## src/rtl/nhpw_pkg.sv

```systemverilog
// Shared types and constants of the next-hop path walker.
// No dependencies; used by every module of the block.
package nhpw_pkg;

	localparam int PT_W     = 8;
	localparam int SLOT_W   = 3;
	localparam int CNT_W    = 4;
	localparam int DIST_W   = 24;
	localparam int POS_W    = 24;
	localparam int HOP_W    = 6;
	localparam int HOPC_W   = 5;
	localparam int IN_W     = 120;
	localparam int OUT_W    = 80;

	localparam logic [CNT_W-1:0]  MaxNb       = 4'd8;
	localparam logic [HOP_W-1:0]  MaxHops     = 6'd20;
	localparam logic [HOP_W-1:0]  HopLimitRst = 6'd20;
	localparam logic [DIST_W-1:0] DistOnes    = {DIST_W{1'b1}};

	typedef enum logic [1:0] {
		OP_POS   = 2'd0,
		OP_NBR   = 2'd1,
		OP_DIST  = 2'd2,
		OP_QUERY = 2'd3
	} opcode_t;

	typedef enum logic [1:0] {
		ST_OK        = 2'd0,
		ST_UNREACH   = 2'd1,
		ST_DEAD_END  = 2'd2,
		ST_HOP_LIMIT = 2'd3
	} status_t;

	typedef enum logic [3:0] {
		S_IDLE,
		S_QWAIT,
		S_QCHK,
		S_HCHK,
		S_SCAN,
		S_DRAIN1,
		S_DRAIN2,
		S_STEP,
		S_PWAIT,
		S_EMIT
	} state_t;

	// Commands from controller to datapath
	typedef struct packed {
		logic                load;
		logic                query;
		logic                issue;
		logic                first;
		logic [SLOT_W-1:0]   slot;
		logic                step;
		logic                emit;
		logic                emit_ok;
		status_t             emit_status;
		logic                emit_last;
	} cmd_t;

	// Status from datapath to controller
	typedef struct packed {
		logic                at_target;
		logic                unreach;
		logic [CNT_W-1:0]    cnt;
		logic                out_free;
	} sts_t;

endpackage

```

## src/rtl/nhpw_ctrl.sv

```systemverilog
// Controller of the path walker: query sequencing, hop count and neighbour scan.
// Depends on nhpw_pkg; issues commands to nhpw_datapath.
module nhpw_ctrl import nhpw_pkg::*; (
	input  logic             clk,
	input  logic             arst_n,
	input  logic             cfg_we,
	input  logic [HOP_W-1:0] cfg_wdata,
	input  logic             in_acc,
	input  opcode_t          opcode,
	input  sts_t             sts,
	output logic             ready,
	output cmd_t             cmd
);

	state_t              state_q, state_d;
	logic [HOP_W-1:0]    hop_limit_q, limit;
	logic [HOPC_W-1:0]   hop_q;
	logic [CNT_W-1:0]    idx_q;
	logic                hop_hit;

	assign limit   = (hop_limit_q > MaxHops) ? MaxHops : hop_limit_q;
	assign hop_hit = ({1'b0, hop_q} == limit);

	// Hop limit register
	always_ff @(posedge clk or negedge arst_n) begin
		if (!arst_n)
			hop_limit_q <= HopLimitRst;
		else if (cfg_we)
			hop_limit_q <= cfg_wdata;
	end

	// Next state
	always_comb begin
		state_d = state_q;
		case (state_q)
			S_IDLE:   if (in_acc && opcode == OP_QUERY) state_d = S_QWAIT;
			S_QWAIT:  state_d = S_QCHK;
			S_QCHK:   if (sts.out_free)
				state_d = (sts.at_target || sts.unreach) ? S_IDLE : S_HCHK;
			S_HCHK: begin
				if (hop_hit || sts.cnt == '0) begin
					if (sts.out_free)
						state_d = S_IDLE;
				end else begin
					state_d = S_SCAN;
				end
			end
			S_SCAN:   if (idx_q == sts.cnt - 1'b1) state_d = S_DRAIN1;
			S_DRAIN1: state_d = S_DRAIN2;
			S_DRAIN2: state_d = S_STEP;
			S_STEP:   state_d = S_PWAIT;
			S_PWAIT:  state_d = S_EMIT;
			S_EMIT:   if (sts.out_free) state_d = sts.at_target ? S_IDLE : S_HCHK;
			default:  state_d = S_IDLE;
		endcase
	end

	// Outputs
	always_comb begin
		cmd             = '0;
		cmd.emit_status = ST_OK;
		cmd.slot        = idx_q[SLOT_W-1:0];
		ready           = (state_q == S_IDLE);
		case (state_q)
			S_IDLE: begin
				cmd.load  = in_acc && opcode != OP_QUERY;
				cmd.query = in_acc && opcode == OP_QUERY;
			end
			S_QCHK: begin
				cmd.emit = sts.out_free;
				if (sts.at_target) begin
					cmd.emit_ok   = 1'b1;
					cmd.emit_last = 1'b1;
				end else if (sts.unreach) begin
					cmd.emit_status = ST_UNREACH;
					cmd.emit_last   = 1'b1;
				end else begin
					cmd.emit_ok = 1'b1;
				end
			end
			S_HCHK: begin
				cmd.emit_last = 1'b1;
				if (hop_hit) begin
					cmd.emit        = sts.out_free;
					cmd.emit_status = ST_HOP_LIMIT;
				end else if (sts.cnt == '0) begin
					cmd.emit        = sts.out_free;
					cmd.emit_status = ST_DEAD_END;
				end
			end
			S_SCAN: begin
				cmd.issue = 1'b1;
				cmd.first = (idx_q == '0);
			end
			S_STEP:   cmd.step = 1'b1;
			S_EMIT: begin
				cmd.emit      = sts.out_free;
				cmd.emit_ok   = 1'b1;
				cmd.emit_last = sts.at_target;
			end
			default: ;
		endcase
	end

	// State, hop and slot counters
	always_ff @(posedge clk or negedge arst_n) begin
		if (!arst_n) begin
			state_q <= S_IDLE;
			hop_q   <= '0;
			idx_q   <= '0;
		end else begin
			state_q <= state_d;
			if (state_q == S_QCHK)
				hop_q <= '0;
			else if (state_q == S_STEP)
				hop_q <= hop_q + 1'b1;
			if (state_q == S_SCAN)
				idx_q <= idx_q + 1'b1;
			else
				idx_q <= '0;
		end
	end

endmodule

```

## config.mk

```make
export PLATFORM = sky130hd
export DESIGN_NAME = nhpw_ctrl
export DESIGN_NICKNAME = d
export VERILOG_FILES = /design/src/rtl/nhpw_pkg.sv /design/src/rtl/nhpw_ctrl.sv
export SDC_FILE = /design/constraint.sdc
export NUM_CORES = 1
export LEC_CHECK = 0
export BUFFER_PORTS_ARGS = -buffer_cell sky130_fd_sc_hd__buf_2
export CORE_ASPECT_RATIO = 0.5
export CORE_MARGIN = 2
export CORE_UTILIZATION = 40
export CTS_BUF_LIST = sky130_fd_sc_hd__clkbuf_8
export DETAILED_ROUTE_END_ITERATION = 10
export PLACE_DENSITY = 0.65
export SLEW_MARGIN = 20
export SYNTH_ARGS = -nofsm -noshare
export SYNTH_HDL_FRONTEND = slang
export SYNTH_SLANG_ARGS = --single-unit
```

## constraint.sdc

```tcl
create_clock -name clk -period 1.8 [get_ports clk]
set_input_delay 0.09 -clock clk [delete_from_list [all_inputs] [get_ports clk]]
set_output_delay 0.09 -clock clk [all_outputs]
set_load 0.03 [all_outputs]
```

* Yosys cells after proc, flatten, opt, wreduce, memory -nomap -nowiden
Index checks and enable logic that the tools add are counted.
Word-level totals: latch bits 0, ROM bits 0, register bits 19, memories kept 0, RAM bits 0, logic and storage cells 65
Operators by class: $mul 0, bitwise logic cells 0, reduce and logical (&&, ||, !) cells 10, multiplexer cells 29, equality and inequality tests 18, $add $sub $neg 3, div/mod/pow operators 0, magnitude comparators 1, shifts and indexed selects 0
Operator list (number):
- $pmux W4 S10 | 1
- $mux W4 | 7
- $eq A4 B3 Y1 const B | 4
- $mux W2 | 7
- $logic_not A4 Y1 | 3
- $mux W5 | 2
- $eq A4 B2 Y1 const B | 2
- $eq A4 B4 Y1 const B | 2
- $ne A2 B2 Y1 const B | 4
- $mux W1 | 7
- $eq A5 B6 Y1 | 1
- $gt A6 B5 Y1 const B | 1
- $mux W6 | 1
- $add A5 B1 Y5 const B | 1
- $reduce_and A5 Y1 | 1
- $add A4 B1 Y4 const B | 1
- $eq A4 B1 Y1 const B | 1
- $eq A4 B4 Y1 | 1
- $pmux W1 S2 | 2
- $pmux W2 S2 | 1
- $sub A4 B1 Y4 const B | 1
- $ne A3 B3 Y1 const B | 1
- $pmux W1 S3 | 1
- $eq A2 B2 Y1 const B | 1
- other kinds (5) | 7

* Depth between registers and ports, before layout
Gate-level depths: netlist (run 1).
depth in word-level cells 6, depth in mapped cells 7, mapped depth without buffers 6

* Worst setup path after synthesis (run 1)
OpenSTA, ideal clock, no wires.
path kind register to output, start point register state_q[3], end point output port cmd[12] (netlist bit), slack -0.538 ns, cell stages (with the launch flop) 4, data required time 1.710 ns, path buffers 0, arrival 2.248 ns, cell sequence dfrtp_1 nor4_1 nand2_1 a21oi_1
RTL lines:
- from (decl) | line nhpw_ctrl.sv:15 | state_t state_q, state_d;
- from (signal assigned) | line nhpw_ctrl.sv:112 | state_q <= state_d;
- to (decl) | line nhpw_ctrl.sv:12 | output cmd_t cmd

==> out/summary.txt, run 1 <==
Max-cap violation count: 0
TritonCTS Sinks: 19
Seq/Total Area, Yosys: 0.353
Maximum VDD drop: 0.439 mV
Critical path's largest stage delay: 0.57 ns
Final worst path period share: 1.22
Clock root cell: clkbuf_8
FMAX: 0.455 GHz
Initial DRT Pass Iterations: 4
DP Cell Count: 230
ANT cells: 0
Die H: 45.1 µm
Sum Neg Setup Slack: -1.30 ns
CP Buf/Inv Count: 2
Final WS setup: -0.397 ns
Drt via density: 5.49
Syn avg cell area: 8.90 µm²
Worst-path maximum fanout: 5
CP Capture Type: primary output
Fin cells: 238
Startpoint Class: flip-flop
Drt first-iter violations: 42
Initial core utilization: 0.434
Via count: 1306
Slew Limit Fails: 0
Critical Path RT: 1.71 ns
Clk_lat worst skew: 0.26 ns
First-pass GRT wire length: 5.19 mm
Pwr dens: 1130 nW/µm²
Hold Vio Cnt, Final: 0
Routed Antenna Nets: 0
CTS tree: built
Critical path's most frequent cell: buf_4
Die width: 86.2 µm
Worst hold path class: in2reg
NumNets Final: 223
CTS clk-pin slew, worst paths: 0.08 ns
I/O Buffers: 32
Area delta synth->final: 32.2%
Post-Route WL: 3.16 mm
Setup Skew: 0.00538 ns
FF-to-FF setup slack: -0.07 ns
Syn Std Cell Area: 1350 µm²
Number of synthesized register bits: 19
Overall power: 2020 µW
Overall Global Routing Usage: 0.171
Asr flop ratio synth: 1.00
Vias in the first global route: 1250
Post-Syn Instances: 152
Crit-path slowest cell: dfstp_2
Number of fill cells: 285
DIE AREA: 3890 µm²
DRC viols: 0
WL per Instance: 13.3 µm
Outcome: finished, violations left
Most common flop cell mapped by yosys: dfrtp_1
RePlAce Congestion: 0.849
Initial antenna violation count: 0
Distinct cells, synth: 47
Critical path arrival: 2.11 ns
Rows: 14
Slew @ Worst Pin: 0.490 ns
Lkg Pwr: 0.000810 µW
Most common cell after layout, fill and taps aside: buf_2
Clock Tree Buf Depth: 2
RSZ-0062 raised after global routing: yes
Core ar.: 3120 µm²
Synth warn: 0
Worst slack at placement: -0.159 ns
Slew headroom: 0.671
Post-synth EDFFs: 0
Cell chain of the critical path: o21a_1 > a21boi_0 > o31ai_1 > buf_4 > a21oi_2 > a31oi_4 > buf_4
CTS H-Tree Depth: 1
Critical path type: reg2out
Number of CTS-inserted buffers: 3
Io pins: 33
Post-Syn Nets: 176
Failing checks: negative setup slack
Finish-stage setup viols: 6
Gr ovfl total: 0
Maximum number of pins on one net before global-route repair: 20
HPWL Detailed: 2.36 mm
Layout cells sized above 1: 0.369
Delay-heaviest family, CP: compound AO/OA/AOI/OAI gates
Min Tclk post-route: 2.20 ns
Most frequent cells in the layout: 28 x buf_2, 20 x buf_4, 17 x nor2_1
metal layers:
metal / track usage / part of all wire / up-vias
li1: - / - / 637
met1: 0.211 / 0.48 / 618
met2: 0.305 / 0.46 / 45
met3: 0.0384 / 0.052 / 6
met4: 0.0563 / 0.016 / 0
met5: 0 / 0 / -
synth_stat cells, types with 2 or more instances:
library cell	n	share of area
o21a_1	2	0.011
nand2_1	10	0.028
o21ai_0	4	0.015
ha_1	5	0.046
nor4_1	2	0.0092
xor2_1	5	0.032
nor2_1	19	0.053
nor2b_1	3	0.014
a311oi_1	2	0.013
dfrtp_1	17	0.31
o22ai_1	2	0.0092
clkbuf_1	5	0.014
a21boi_0	2	0.011
a21oi_1	8	0.030
mux2_2	5	0.042
o211ai_1	2	0.011
buf_4	3	0.017
nor3b_1	2	0.011
nand3b_1	3	0.017
dfstp_2	2	0.039
a31oi_1	3	0.014
o31ai_1	2	0.011
nor4b_1	2	0.013
nor3_1	2	0.0074
nand3_1	4	0.015
inv_1	7	0.019
nand4_1	2	0.0092
xnor2_1	7	0.045
nand2b_1	2	0.0092
cells by family after synthesis:
group,after synthesis,synth area share
compound gates,35,0.180
xor+xnor,12,0.0777
fa+ha+maj,5,0.0463
buf+inv,16,0.0537
flops,19,0.353
mux,6,0.0490
simple gates,59,0.240
flip-flops by register name, summed over array words and instances, names as in the netlist:
signal and cells:
state_q 4, hop_q 5, idx_q 4, hop_limit_q 6
through the flow:
stage	util	instance area [µm²]	hold slack [ns]
6_report	0.573	1790	0.0443
5_1_grt	0.573	1790	0.0479
4_1_cts	0.568	1770	0.0381
3_5_place_dp	0.541	1690	0.0578
3_3_place_gp	0.541	1690	0.0494
2_1_floorplan	-	1410	-0.206
worst paths after layout:
kind | cells past startpoint | endpoint | start
max | 7 | cmd[4] | hop_limit_q[2]
min | 3 | hop_limit_q[1] | cfg_wdata[1]
max reg2reg | 5 | state_q[2] | hop_limit_q[2]
min reg2reg | 1 | idx_q[0] | idx_q[0]
max in group asynchronous | 2 | hop_limit_q[4] | arst_n
min in group asynchronous | 2 | hop_q[1] | arst_n
tightest hold or removal path, stage by stage:
cell and delay, ns:
buf_2 0.08, nand2_1 0.04, o21ai_0 0.05
power by group:
part / switching [µW] / internal, µW
Sequential: 124 / 503
Combinational: 625 / 471
Clock: 146 / 154
layout make-up:
cell class | count | area [µm²] | share of cell area
multi-input cells | 117 | 868 | 0.486
flip-flops and latches | 19 | 480 | 0.269
inverters | 7 | 26.3 | 0.0147
repair buffers | 51 | 317 | 0.177
clock buffers | 3 | 41.3 | 0.0231
clock inverters | 1 | 5.00 | 0.00280
well taps | 40 | 50.0 | 0.0280
what timing repair did:
action / 4_1_cts / 5_1_grt
buffers inserted: 1 / 2
pin swaps: 1 / 0
hold endpoints to repair: 17 / 0
gates resized for setup: 7 / 2
endpoints found under the setup margin: 7 / 7
hold buffers: 1 / 0
Note: power is estimated with default switching activity, not from simulation.
==> run 2, diff against run 1 <==
Settings changed: CAP_MARGIN set to 25, PLACE_DENSITY 0.65 to unset.
Clock period 1.8 ns to 2.5 ns, I/O delays scaled along.
==> run 2 against run 1 <==
Compared with the run above:
- the run now ends clean
- register-to-register slack better by 0.69 ns
- non-clock buffer count down 17
- critical path depth down 1
- design area down 12%
- total power down 36%
- setup slack better by 0.61 ns
- sequential share of layout area up 3.4 points
- die area unchanged
==> out/summary.txt, run 2 (synthesis gave the netlist of run 1 again) <==
Clock Tree Buf Depth: 2
Critical path arrival: 2.16 ns
DRC viols: 0
DR top layer: met4
Clk_lat worst skew: 0.25 ns
Min Hold Slack: 0.0735 ns
Critical path's largest stage delay: 0.56 ns
Overall Global Routing Usage: 0.157
Outcome: finished, final reports clean
First-pass GRT wire length: 4.75 mm
HPWL Detailed: 2.16 mm
Slew Limit Fails: 0
Post-Route WL: 2.82 mm
Max-cap violation count: 0
Largest registers: hop_limit_q x6, hop_q x5
WL per Instance: 12.8 µm
Most common cell after layout, fill and taps aside: buf_2
Lkg Pwr: 0.000716 µW
Slew @ Worst Pin: 0.476 ns
Core ar.: 3120 µm²
Die width: 86.2 µm
NumNets Final: 206
Via count: 1182
Rows: 14
Worst-path maximum fanout: 4
Drt first-iter violations: 29
Overall power: 1290 µW
I/O Buffers: 32
Min Tclk post-route: 2.29 ns
Finished Cell Area: 1580 µm²
Slew headroom: 0.680
Largest register FFs: 6
Cell chain of the critical path: xor2_1 > or4_4 > a311oi_2 > a21oi_2 > a31oi_1 > buf_2
Vias in the first global route: 1077
Layout cells sized above 1: 0.260
Routed Antenna Nets: 0
TritonCTS Sinks: 19
Setup Skew: 0.00289 ns
Placed standard-cell area: 1520 µm²
Number of fill cells: 309
Startpoint Class: flip-flop
Finish-stage setup viols: 0
Io pins: 33
Hold Vio Cnt, Final: 0
Delay-heaviest family, CP: compound AO/OA/AOI/OAI gates
Post-CTS Resized: 0
Pwr dens: 816 nW/µm²
Clock root cell: clkbuf_8
Initial core utilization: 0.434
DIE AREA: 3890 µm²
FMAX: 0.438 GHz
Critical Path RT: 2.38 ns
Drt via density: 5.35
Largest reg by FF count: hop_limit_q
Most frequent cells in the layout: 32 x buf_2, 19 x nor2_1, 17 x dfrtp_1
Initial DRT Pass Iterations: 4
Final worst path period share: 0.914
Critical path type: reg2out
WL met2: 1.21 mm
CP Buf/Inv Count: 1
CTS H-Tree Depth: 1
CTS clk-pin slew, worst paths: 0.07 ns
Area delta synth->final: 16.7%
CTS tree: built
Initial antenna violation count: 0
Sum Neg Setup Slack: 0 ns
RSZ-0062 raised after global routing: no
RePlAce Congestion: 0.815
WL met1: 1.48 mm
Crit-path slowest cell: dfstp_2
CP Capture Type: primary output
Maximum VDD drop: 0.347 mV
ANT cells: 0
Wire length on met3: 112 µm
Die H: 45.1 µm
Worst hold path class: in2reg
Number of CTS-inserted buffers: 3
Gr ovfl total: 0
Maximum number of pins on one net before global-route repair: 20
==> run 2: cell types whose count changed in the layout (fill, tap and decap cells not counted), sizes merged <==
cell / previous run / this run
clkbuf: 4 / 3
inv: 7 / 8
clkinv: 1 / 0
buf: 49 / 33
==> run 2: layer usage <==
metal  global-route usage  up-vias
li1                     -      606
met1                0.209      551
met2                0.259       23
met3               0.0402        2
met4               0.0469        0
met5                    0        -
==> run 2: report_power, final <==
| group | internal [µW] | switching, µW |
|---|---|---|
| registers | 360 | 114 |
| logic | 239 | 366 |
| clock network | 109 | 99.8 |
==> run 2: path summary, 6_finish.rpt <==
kind                                startpoint        endpoint  slack [ns]  depth (start not counted)
worst max-delay path            hop_limit_q[2]          cmd[4]        0.21                          6
worst min-delay path              cfg_wdata[1]  hop_limit_q[1]        0.07                          3
worst max register to register  hop_limit_q[2]      state_q[2]        0.62                          5
max in group asynchronous               arst_n  hop_limit_q[2]        1.84                          2
worst min register to register        idx_q[0]        idx_q[0]        0.56                          1
min in group asynchronous               arst_n      state_q[3]        0.33                          2
==> run 2: worst reg2reg max path: cells and delay by family, from the launching register on <==
kind,cells,cell delay (ns)
simple gates,1,0.42
compound gates,3,0.73
xor+xnor,1,0.06
flops,1,0.56
==> run 2: timing repair <==
action	CTS	global route
hold endpoints to repair	17	0
hold buffers	1	0
buffers inserted	0	0
==> run 2: cell type report <==
type	count	area, µm²	share of cell area
Clock buffer	3	41.3	0.0261
Clock inverter	1	3.75	0.00238
Inverter	7	26.3	0.0166
Multi-Input combinational cell	117	802	0.508
Sequential cell	19	478	0.303
Tap cell	40	50.0	0.0317
Timing Repair Buffer	34	178	0.113
==> run 2: stage by stage <==
stage          std cells   util  setup WS [ns]
4_1_cts              221  0.506          0.187
2_1_floorplan        152      -          0.127
3_3_place_gp         216  0.489          0.522
3_5_place_dp         216  0.489          0.478
6_report             221  0.506          0.215
5_1_grt              221  0.506         0.0257
